**src/rtl/core/lkvc_pkg.sv**
```systemverilog
// ----------------------------------------------------------------------------
// lkvc_pkg
// Shared types and constants for the LRU key-value cache.
// ----------------------------------------------------------------------------
`timescale 1ns / 1ps

package lkvc_pkg;

  localparam int unsigned CAP_W      = 5;
  localparam int unsigned DATA_W     = 32;
  localparam logic [CAP_W-1:0] CAP_RESET = 5'd16;

  // register index as decoded from paddr[2]
  localparam logic REG_CAPACITY = 1'b0;

  // request opcodes
  localparam logic FUNC_GET = 1'b0;
  localparam logic FUNC_PUT = 1'b1;

  typedef enum logic [2:0] {
    ST_IDLE,
    ST_SCAN,
    ST_DECIDE,
    ST_UPDATE,
    ST_DONE
  } state_e;

  // summary flags of one sweep over the entries
  typedef struct packed {
    logic match;
    logic victim;
    logic free;
  } scan_flags_t;

endpackage

```
**src/rtl/core/lkvc_ram.sv**
```systemverilog
// ----------------------------------------------------------------------------
// lkvc_ram
// Generic one-write, one-read memory with registered read data.
// ----------------------------------------------------------------------------
`timescale 1ns / 1ps

module lkvc_ram #(
  parameter int unsigned WIDTH = 32,
  parameter int unsigned DEPTH = 16
) (
  input  logic                     clk_i,
  input  logic                     we_i,
  input  logic [$clog2(DEPTH)-1:0] waddr_i,
  input  logic [WIDTH-1:0]         wdata_i,
  input  logic [$clog2(DEPTH)-1:0] raddr_i,
  output logic [WIDTH-1:0]         rdata_o
);

  logic [WIDTH-1:0] mem_q [DEPTH];
  logic [WIDTH-1:0] rdata_q;

  always_ff @(posedge clk_i) begin
    if (we_i) begin
      mem_q[waddr_i] <= wdata_i;
    end
    rdata_q <= mem_q[raddr_i];
  end

  assign rdata_o = rdata_q;

endmodule

```
**src/rtl/core/lkvc_scan.sv**
```systemverilog
// ----------------------------------------------------------------------------
// lkvc_scan
// Compare unit for the entry sweep: one entry per cycle, tracks key match,
// least recent entry and first free slot.
// ----------------------------------------------------------------------------
`timescale 1ns / 1ps

module lkvc_scan #(
  parameter int unsigned ENTRIES = 16
) (
  input  logic                                clk_i,
  input  logic                                rst_ni,
  input  logic                                clear_i,
  input  logic                                en_i,
  input  logic [$clog2(ENTRIES)-1:0]          idx_i,
  input  logic                                valid_i,
  input  logic signed [lkvc_pkg::DATA_W-1:0]  key_i,
  input  logic signed [lkvc_pkg::DATA_W-1:0]  value_i,
  input  logic [$clog2(ENTRIES)-1:0]          rank_i,
  input  logic signed [lkvc_pkg::DATA_W-1:0]  lookup_key_i,
  output lkvc_pkg::scan_flags_t               flags_o,
  output logic [$clog2(ENTRIES)-1:0]          match_idx_o,
  output logic [$clog2(ENTRIES)-1:0]          match_rank_o,
  output logic signed [lkvc_pkg::DATA_W-1:0]  match_value_o,
  output logic [$clog2(ENTRIES)-1:0]          victim_idx_o,
  output logic signed [lkvc_pkg::DATA_W-1:0]  victim_key_o,
  output logic [$clog2(ENTRIES)-1:0]          free_idx_o
);

  localparam int unsigned IW = $clog2(ENTRIES);

  lkvc_pkg::scan_flags_t flags_q, flags_d;
  logic [IW-1:0]                      match_idx_q, match_rank_q;
  logic signed [lkvc_pkg::DATA_W-1:0] match_value_q;
  logic [IW-1:0]                      victim_idx_q, victim_rank_q;
  logic signed [lkvc_pkg::DATA_W-1:0] victim_key_q;
  logic [IW-1:0]                      free_idx_q;
  logic take_match, take_victim, take_free;

  always_comb begin
    take_match  = en_i && valid_i && (key_i == lookup_key_i) && !flags_q.match;
    take_victim = en_i && valid_i && (!flags_q.victim || (rank_i > victim_rank_q));
    take_free   = en_i && !valid_i && !flags_q.free;
    flags_d        = flags_q;
    flags_d.match  = flags_q.match  || take_match;
    flags_d.victim = flags_q.victim || take_victim;
    flags_d.free   = flags_q.free   || take_free;
  end

  always_ff @(posedge clk_i or negedge rst_ni) begin
    if (!rst_ni) begin
      flags_q <= '0;
    end else if (clear_i) begin
      flags_q <= '0;
    end else begin
      flags_q <= flags_d;
    end
  end

  always_ff @(posedge clk_i) begin
    if (take_match) begin
      match_idx_q   <= idx_i;
      match_rank_q  <= rank_i;
      match_value_q <= value_i;
    end
    if (take_victim) begin
      victim_idx_q  <= idx_i;
      victim_rank_q <= rank_i;
      victim_key_q  <= key_i;
    end
    if (take_free) begin
      free_idx_q <= idx_i;
    end
  end

  assign flags_o       = flags_q;
  assign match_idx_o   = match_idx_q;
  assign match_rank_o  = match_rank_q;
  assign match_value_o = match_value_q;
  assign victim_idx_o  = victim_idx_q;
  assign victim_key_o  = victim_key_q;
  assign free_idx_o    = free_idx_q;

endmodule

```
**src/rtl/core/lru_key_value_cache.sv**
```systemverilog
// ----------------------------------------------------------------------------
// lru_key_value_cache
// One request at a time: input stalls from accept until the result is loaded into
// the output register, which waits while the output stalls. Each request makes
// two sweeps over the memories, one entry per cycle: compare, then rank rewrite
// (no get miss). Reset clears valid bits, occupancy and capacity (to 16); memories
// keep data.
// ----------------------------------------------------------------------------
`timescale 1ns / 1ps

module lru_key_value_cache #(
  parameter int unsigned ENTRIES = 16
) (
  input  logic                               clk_i,
  input  logic                               rst_ni,
  // request channel
  input  logic                               in_valid_i,
  output logic                               in_stall_o,
  input  logic                               func_i,
  input  logic signed [lkvc_pkg::DATA_W-1:0] lookup_key_i,
  input  logic signed [lkvc_pkg::DATA_W-1:0] write_value_i,
  // result channel
  output logic                               out_valid_o,
  input  logic                               out_stall_i,
  output logic                               hit_o,
  output logic signed [lkvc_pkg::DATA_W-1:0] read_value_o,
  output logic                               evicted_o,
  output logic signed [lkvc_pkg::DATA_W-1:0] evicted_key_o,
  // configuration port
  input  logic                               psel,
  input  logic                               penable,
  input  logic                               pwrite,
  input  logic [2:0]                         paddr,
  input  logic [31:0]                        pwdata,
  output logic [31:0]                        prdata,
  output logic                               pready
);

  localparam int unsigned IW   = $clog2(ENTRIES);
  localparam int unsigned CNTW = $clog2(ENTRIES + 1);
  localparam int unsigned CMPW = (CNTW > lkvc_pkg::CAP_W) ? CNTW : lkvc_pkg::CAP_W;
  localparam int unsigned DW   = lkvc_pkg::DATA_W;

  // configuration
  logic [lkvc_pkg::CAP_W-1:0] cap_q;
  logic                       cfg_we;

  assign pready = 1'b1;
  assign cfg_we = psel && penable && pwrite && (paddr[2] == lkvc_pkg::REG_CAPACITY);
  assign prdata = (paddr[2] == lkvc_pkg::REG_CAPACITY) ?
                  {{(32-lkvc_pkg::CAP_W){1'b0}}, cap_q} : '0;

  always_ff @(posedge clk_i or negedge rst_ni) begin
    if (!rst_ni) begin
      cap_q <= lkvc_pkg::CAP_RESET;
    end else if (cfg_we) begin
      cap_q <= pwdata[lkvc_pkg::CAP_W-1:0];
    end
  end

  // sequencer state
  lkvc_pkg::state_e state_q, state_d;
  logic [CNTW-1:0]  cnt_q;
  logic             rd_vld_q;
  logic [IW-1:0]    rd_idx_q;
  logic [ENTRIES-1:0] valid_q, valid_d;
  logic [CNTW-1:0]  occ_q;
  logic             out_valid_q;

  // latched request
  logic                 func_q;
  logic signed [DW-1:0] key_q, wval_q;

  // plan for the rank sweep
  logic          mode_insert_q;
  logic [IW-1:0] upd_slot_q, upd_rank_q;

  // pending result and output register
  logic                 res_hit_q, res_ev_q;
  logic signed [DW-1:0] res_rv_q, res_evk_q;
  logic                 hit_q, ev_q;
  logic signed [DW-1:0] rv_q, evk_q;

  // control decode
  logic accept, issue_rd, scan_en, decide, upd_we, cnt_last, out_free, load_out;

  // memory ports
  logic signed [DW-1:0] key_rdata, val_rdata;
  logic [IW-1:0]        rank_rdata, rank_eff, rank_wdata;
  logic                 key_we, val_we;
  logic [IW-1:0]        val_waddr;
  logic [IW-1:0]        rd_addr;
  logic                 rd_valid_bit;

  // scan results
  lkvc_pkg::scan_flags_t flags;
  logic [IW-1:0]         match_idx, match_rank, victim_idx, free_idx;
  logic signed [DW-1:0]  match_value, victim_key;

  // decision
  logic [CMPW-1:0] cap_ext, eff_cap, occ_ext;
  logic            is_put, put_miss, evict, fill_found;
  logic [IW-1:0]   fill_idx;

  assign cnt_last = (cnt_q == CNTW'(ENTRIES));
  assign out_free = !out_valid_q || !out_stall_i;
  assign rd_addr  = cnt_q[IW-1:0];

  // next state
  always_comb begin
    state_d = state_q;
    unique case (state_q)
      lkvc_pkg::ST_IDLE: begin
        if (in_valid_i) state_d = lkvc_pkg::ST_SCAN;
      end
      lkvc_pkg::ST_SCAN: begin
        if (cnt_last) state_d = lkvc_pkg::ST_DECIDE;
      end
      lkvc_pkg::ST_DECIDE: begin
        if (flags.match || (put_miss && fill_found)) state_d = lkvc_pkg::ST_UPDATE;
        else state_d = lkvc_pkg::ST_DONE;
      end
      lkvc_pkg::ST_UPDATE: begin
        if (cnt_last) state_d = lkvc_pkg::ST_DONE;
      end
      lkvc_pkg::ST_DONE: begin
        if (out_free) state_d = lkvc_pkg::ST_IDLE;
      end
      default: state_d = lkvc_pkg::ST_IDLE;
    endcase
  end

  // control outputs
  always_comb begin
    in_stall_o = 1'b1;
    accept     = 1'b0;
    issue_rd   = 1'b0;
    scan_en    = 1'b0;
    decide     = 1'b0;
    upd_we     = 1'b0;
    load_out   = 1'b0;
    unique case (state_q)
      lkvc_pkg::ST_IDLE: begin
        in_stall_o = 1'b0;
        accept     = in_valid_i;
      end
      lkvc_pkg::ST_SCAN: begin
        issue_rd = !cnt_last;
        scan_en  = rd_vld_q;
      end
      lkvc_pkg::ST_DECIDE: begin
        decide = 1'b1;
      end
      lkvc_pkg::ST_UPDATE: begin
        issue_rd = !cnt_last;
        upd_we   = rd_vld_q;
      end
      lkvc_pkg::ST_DONE: begin
        load_out = out_free;
      end
      default: begin
        in_stall_o = 1'b1;
      end
    endcase
  end

  always_ff @(posedge clk_i or negedge rst_ni) begin
    if (!rst_ni) begin
      state_q  <= lkvc_pkg::ST_IDLE;
      cnt_q    <= '0;
      rd_vld_q <= 1'b0;
    end else begin
      state_q  <= state_d;
      rd_vld_q <= issue_rd;
      if (accept || decide) begin
        cnt_q <= '0;
      end else if (issue_rd) begin
        cnt_q <= cnt_q + 1'b1;
      end
    end
  end

  always_ff @(posedge clk_i) begin
    rd_idx_q <= rd_addr;
    if (accept) begin
      func_q <= func_i;
      key_q  <= lookup_key_i;
      wval_q <= write_value_i;
    end
  end

  // memories
  lkvc_ram #(.WIDTH(DW), .DEPTH(ENTRIES)) u_key_ram (
    .clk_i   (clk_i),
    .we_i    (key_we),
    .waddr_i (fill_idx),
    .wdata_i (key_q),
    .raddr_i (rd_addr),
    .rdata_o (key_rdata)
  );

  lkvc_ram #(.WIDTH(DW), .DEPTH(ENTRIES)) u_val_ram (
    .clk_i   (clk_i),
    .we_i    (val_we),
    .waddr_i (val_waddr),
    .wdata_i (wval_q),
    .raddr_i (rd_addr),
    .rdata_o (val_rdata)
  );

  lkvc_ram #(.WIDTH(IW), .DEPTH(ENTRIES)) u_rank_ram (
    .clk_i   (clk_i),
    .we_i    (upd_we),
    .waddr_i (rd_idx_q),
    .wdata_i (rank_wdata),
    .raddr_i (rd_addr),
    .rdata_o (rank_rdata)
  );

  // an entry that is not valid reads rank zero
  assign rd_valid_bit = valid_q[rd_idx_q];
  assign rank_eff     = rd_valid_bit ? rank_rdata : '0;

  lkvc_scan #(.ENTRIES(ENTRIES)) u_scan (
    .clk_i         (clk_i),
    .rst_ni        (rst_ni),
    .clear_i       (accept),
    .en_i          (scan_en),
    .idx_i         (rd_idx_q),
    .valid_i       (rd_valid_bit),
    .key_i         (key_rdata),
    .value_i       (val_rdata),
    .rank_i        (rank_eff),
    .lookup_key_i  (key_q),
    .flags_o       (flags),
    .match_idx_o   (match_idx),
    .match_rank_o  (match_rank),
    .match_value_o (match_value),
    .victim_idx_o  (victim_idx),
    .victim_key_o  (victim_key),
    .free_idx_o    (free_idx)
  );

  // decision after the compare sweep
  always_comb begin
    cap_ext = CMPW'(cap_q);
    occ_ext = CMPW'(occ_q);
    if (cap_ext == '0) begin
      eff_cap = CMPW'(1);
    end else if (cap_ext > CMPW'(ENTRIES)) begin
      eff_cap = CMPW'(ENTRIES);
    end else begin
      eff_cap = cap_ext;
    end
    is_put     = (func_q == lkvc_pkg::FUNC_PUT);
    put_miss   = is_put && !flags.match;
    evict      = put_miss && flags.victim && (occ_ext >= eff_cap);
    fill_found = flags.free || evict;
    // after eviction the first free slot is the lower of the two
    if (flags.free && (!evict || (free_idx < victim_idx))) begin
      fill_idx = free_idx;
    end else begin
      fill_idx = victim_idx;
    end
    key_we    = decide && put_miss && fill_found;
    val_we    = decide && is_put && (flags.match || fill_found);
    val_waddr = flags.match ? match_idx : fill_idx;
  end

  // drop the victim, then claim the fill slot (which may be the same entry)
  always_comb begin
    valid_d = valid_q;
    if (evict) valid_d[victim_idx] = 1'b0;
    if (fill_found) valid_d[fill_idx] = 1'b1;
  end

  always_ff @(posedge clk_i or negedge rst_ni) begin
    if (!rst_ni) begin
      valid_q <= '0;
      occ_q   <= '0;
    end else if (decide && put_miss) begin
      valid_q <= valid_d;
      occ_q   <= occ_q + CNTW'(fill_found) - CNTW'(evict);
    end
  end

  always_ff @(posedge clk_i) begin
    if (decide) begin
      mode_insert_q <= !flags.match;
      upd_slot_q    <= flags.match ? match_idx : fill_idx;
      upd_rank_q    <= match_rank;
      res_hit_q     <= flags.match;
      res_ev_q      <= evict;
      res_evk_q     <= evict ? victim_key : '0;
      if (is_put) begin
        res_rv_q <= '0;
      end else begin
        res_rv_q <= flags.match ? match_value : '1;
      end
    end
  end

  // rank rewrite: promoted or inserted slot goes to zero; other valid entries age, on a hit only those below its rank
  always_comb begin
    if (rd_idx_q == upd_slot_q) begin
      rank_wdata = '0;
    end else if (mode_insert_q) begin
      rank_wdata = rd_valid_bit ? IW'(rank_eff + 1'b1) : rank_eff;
    end else if (rd_valid_bit && (rank_eff < upd_rank_q)) begin
      rank_wdata = IW'(rank_eff + 1'b1);
    end else begin
      rank_wdata = rank_eff;
    end
  end

  // output register
  always_ff @(posedge clk_i or negedge rst_ni) begin
    if (!rst_ni) begin
      out_valid_q <= 1'b0;
    end else if (load_out) begin
      out_valid_q <= 1'b1;
    end else if (!out_stall_i) begin
      out_valid_q <= 1'b0;
    end
  end

  always_ff @(posedge clk_i) begin
    if (load_out) begin
      hit_q <= res_hit_q;
      rv_q  <= res_rv_q;
      ev_q  <= res_ev_q;
      evk_q <= res_evk_q;
    end
  end

  assign out_valid_o   = out_valid_q;
  assign hit_o         = hit_q;
  assign read_value_o  = rv_q;
  assign evicted_o     = ev_q;
  assign evicted_key_o = evk_q;

`ifndef SYNTHESIS
  a_busy_after_accept: assert property (@(posedge clk_i) disable iff (!rst_ni)
    (in_valid_i && !in_stall_o) |=> in_stall_o)
    else $error("request accepted while a request is in flight");

  a_occ_matches_valid: assert property (@(posedge clk_i) disable iff (!rst_ni)
    $countones(valid_q) == occ_q)
    else $error("occupancy disagrees with valid bits");

  a_occ_bound: assert property (@(posedge clk_i) disable iff (!rst_ni)
    occ_q <= CNTW'(ENTRIES))
    else $error("occupancy above entry count");

  a_evict_not_hit: assert property (@(posedge clk_i) disable iff (!rst_ni)
    out_valid_o |-> !(hit_o && evicted_o))
    else $error("result reports both hit and eviction");
`endif

endmodule
```
**config.mk**
```make
export PLATFORM = sky130hd
export DESIGN_NAME = lru_key_value_cache
export DESIGN_NICKNAME = d
export VERILOG_FILES = /design/src/rtl/core/lkvc_pkg.sv /design/src/rtl/core/lkvc_ram.sv /design/src/rtl/core/lkvc_scan.sv /design/src/rtl/core/lru_key_value_cache.sv
export SDC_FILE = /design/constraint.sdc
export NUM_CORES = 2
export LEC_CHECK = 0
export ABC_AREA = 1
export BUFFER_PORTS_ARGS = -buffer_cell sky130_fd_sc_hd__buf_4
export CORE_UTILIZATION = 55
export DETAILED_ROUTE_END_ITERATION = 10
export PLACE_DENSITY = 0.75
export SYNTH_ARGS = -nofsm -noshare
export SYNTH_HDL_FRONTEND = slang
export SYNTH_SLANG_ARGS = --single-unit
```
**constraint.sdc**
```tcl
create_clock -name clk_i -period 5 [get_ports clk_i]
set_input_delay 1 -clock clk_i [delete_from_list [all_inputs] [get_ports clk_i]]
set_output_delay 1 -clock clk_i [all_outputs]
set_load 0.02 [all_outputs]
```
==> results.py <==
metrics = {
    "global_routing": {
        "antenna_found_initial": 4,
        "grt_pass1_wl_microns": 193000,
        "grt_busiest_layer": "met2",
        "grt_use_met3_pct": 4.55,
        "grt_max_degree": 246,
        "grt_pass1_vias": 32600,
        "grt_util_all_layers_pct": 24.9,
        "grtUsageMet1_pct": 35.0,
        "grt.overflow.total": 0,
        "met2_usage_pct": 39.2,
    },
    "power": {
        "p_int_mw": 23.5,
        "p_per_area_nw_per_um2": 541,
        "p_sw_share_pct": 31.7,
        "p_leak_nw": 21.5,
        "vdd_drop_max_mv": 0.421,
        "seq_power_share_pct": 46.5,
        "switchingPower_mw": 10.9,
        "p_comb_share_pct": 22.7,
        "clock_power_share_pct": 30.8,
        "p_total_mw": 34.5,
    },
    "timing": {
        "fmax_ghz": 0.256,
        "fin_crit_sh_pct": 78.1,
        "hold_violations": 0,
        "final_max_slew_viol_count": 0,
        "tightest_slew_ns": 1.15,
        "slew_headroom_pct": 23.2,
        "tns_ns": 0,
        "skew_ns": 0.0360,
        "min_period_ns": 3.90,
        "finalSetupViolations": 0,
        "grt_setup_unrepaired": "no",
    },
    "setup_path": {
        "critPathArrivalTime_ns": 4.32,
        "slowest_stage": "nor2_4",
        "cpPeakStageDelay_ns": 0.61,
        "crit_end": "u_key_ram.mem_q[13][10]",
        "cp_common_cell": "nand2_1",
        "reg2reg_to": "u_key_ram.mem_q[13][10]",
        "crit_buf_inv": 3,
        "cp-start-kind": "flip-flop",
        "r2r_start": "cap_ext[4]",
        "startpoint": "cap_ext[4]",
        "rrSetupSlack_ns": 1.10,
        "crit_family": "simple AND/OR/NAND/NOR gates",
        "end_kind": "flip-flop",
        "path_class": "flip-flop to flip-flop",
        "path_max_fanout": 18,
        "cp.depth": 14,
        "crit_path_cell_trace": "inv_1 > nand2_1 > ha_1 > nand2_1 > inv_1 > o21ai_0 > nand4_1 > and2_1 > nand2_4 > nand2_4 > o21ai_2 > nand2_1 > nor2_4 > buf_4",
        "required_ns": 5.42,
        "worst-r2r-cell-count": 14,
    },
    "yosys": {
        "synth.avg_cell_area_sq_um": 13.6,
        "synth-seq-cells": 1489,
        "ys_warn_count": 0,
        "synth_edf_count": 1378,
        "ys_types": 43,
        "synth_most_common_cell": "edfxtp_1",
        "yosysTopAreaCell": "edfxtp_1",
        "synthTopCellsByArea": "edfxtp_1 74%, o21ai_0 5.1%, nor2_1 5.0%",
        "syn-cell-area_sq_um": 56000,
        "synthCells": 4112,
        "yosysTopAreaCellShare_pct": 73.9,
        "synth-seq-area-share_pct": 78.2,
        "async_reset_ff_share_pct": 2.62,
        "synth_top_cells_by_count": "1378 x edfxtp_1, 748 x nor2_1, 573 x o21ai_0",
        "ys.flop_type": "edfxtp_1",
    },
    "floorplan": {
        "die_x_microns": 321,
        "core_area_sq_um": 100000,
        "die_area_sq_um": 103000,
        "rows": 116,
        "start_util_pct": 55.8,
        "ios": 208,
        "die_y_microns": 321,
    },
    "clock_tree": {
        "cts-htree-levels": 4,
        "cts_root_buffer": "clkbuf_16",
        "cts_buffer_depth": 3,
        "cts_hold_buf": 0,
        "path_clk_slew_ns": 0.06,
        "cts_buffers": 146,
        "clkLatencyLatePin_ns": 0.76,
        "cts_tree": "built",
        "post_cts_resized": 0,
        "clock_sinks": 1489,
        "cts_post_setup_buffers_inserted": 0,
    },
    "route": {
        "dr_total_vias": 34000,
        "ant_nets": 0,
        "drc": 0,
        "wl_microns": 128000,
        "drt-pass1-iter-count": 6,
        "wire_per_inst_microns": 22.3,
        "drtIter0Drc": 4591,
        "avgViaCountPerCell": 5.91,
    },
    "finish": {
        "diodes": 0,
        "layout-drive-gt1-share_pct": 11.9,
        "finish.utilization_pct": 63.4,
        "reg.largest.list": "u_key_ram.mem_q: 512 flops, u_val_ram.mem_q: 512 flops, u_rank_ram.mem_q: 64 flops",
        "fillers": 7031,
        "area_delta_synth_final_pct": 13.6,
        "layout.nets": 4392,
    },
    "place": {
        "hpwlAfterDp_microns": 67500,
        "place.gp.congestion": 0.838,
        "port_buffers": 150,
    },
    "run": {
        "max_cap_violations": 0,
    },
    "outcome": {
        "status": "completed",
    },
    "hold_path": {
        "hold_path.class": "input port to async pin",
    },
}
[layout make-up]
type | instances | area, sq um | area share, %
inverters | 127 | 493 | 0.774
clock buffers | 212 | 4160 | 6.53
repair buffers | 228 | 1940 | 3.04
multi-input cells | 2269 | 11100 | 17.4
flip-flops and latches | 1489 | 43800 | 68.8
well taps | 1357 | 1700 | 2.67
clock inverters | 59 | 504 | 0.792
[power groups by stage]
stage	Combinational, mW	Sequential (mW)	Clock [mW]
floorplan	5.39	15.9	0
global placement	7.48	16.2	0
detailed placement	7.67	16.3	0
CTS	7.75	16.0	10.7
global route	8.61	16.1	11.2
finish	7.81	16.0	10.6
[logic make-up (layout without fill, tap and decap cells)]
logic type      count (synthesis)  in the layout  share of synthesized area [%]
compound gates                902            902                           8.76
xor+xnor                       30             30                          0.469
simple gates                 1284           1284                           9.26
other cells                     2             29                         0.0134
flops                        1489           1489                           78.2
fa+ha+maj                      24             24                          0.549
buf+inv                       381            626                           2.77
[worst min path at each step]
stage / start / to / slack, ns
3_3_place_gp: u_val_ram.rdata_o[18] / u_scan.match_value_o[18] / 0.39
5_1_grt: rst_ni / cap_ext[0] / 0.24
3_5_place_dp: u_val_ram.rdata_o[1] / u_scan.match_value_o[1] / 0.39
2_1_floorplan: cnt_q[2] / rd_idx_q[2] / 0.35
4_1_cts: rst_ni / cap_ext[0] / 0.21
6_report: rst_ni / cap_ext[0] / 0.22
[per-layer routing]
metal	part of all wire, %	vias up
met5	0.0086	-
met4	2.9	2
met3	10	281
met2	47	1874
met1	40	16600
li1	-	15200
[layout by cell type, fill, tap and decap left out, types with 8 or more instances in the layout]
cell / synthesis / routed
o21ai_1: 17 / 17
edfxtp_1: 1378 / 1378
nor2_1: 748 / 711
a21oi_1: 26 / 25
clkbuf_8: 0 / 13
buf_4: 28 / 210
dfxtp_1: 72 / 72
nand4_1: 80 / 80
clkinv_1: 0 / 20
or2_2: 10 / 10
dfrtp_1: 38 / 36
inv_1: 120 / 117
nand3_2: 8 / 8
nor2_4: 0 / 38
nand3_1: 18 / 18
nand2_1: 396 / 396
xnor2_1: 23 / 23
clkbuf_16: 0 / 152
clkinv_2: 0 / 20
buf_12: 0 / 18
o21ai_0: 573 / 573
o22ai_1: 272 / 272
conb_1: 2 / 29
ha_1: 23 / 23
clkbuf_1: 211 / 47
[through the flow]
stage | cell area (sq um) | worst slack (ns) | instances | hold WS, ns
2_1_floorplan | 56100 | 0.262 | 4139 | 0.345
3_3_place_gp | 59000 | 1.20 | 5470 | 0.386
3_5_place_dp | 59000 | 1.15 | 5470 | 0.389
5_1_grt | 63700 | 0.777 | 5741 | 0.242
4_1_cts | 63700 | 1.13 | 5741 | 0.205
6_report | 63700 | 1.10 | 5741 | 0.220
Power figures use the tool's default switching activity.
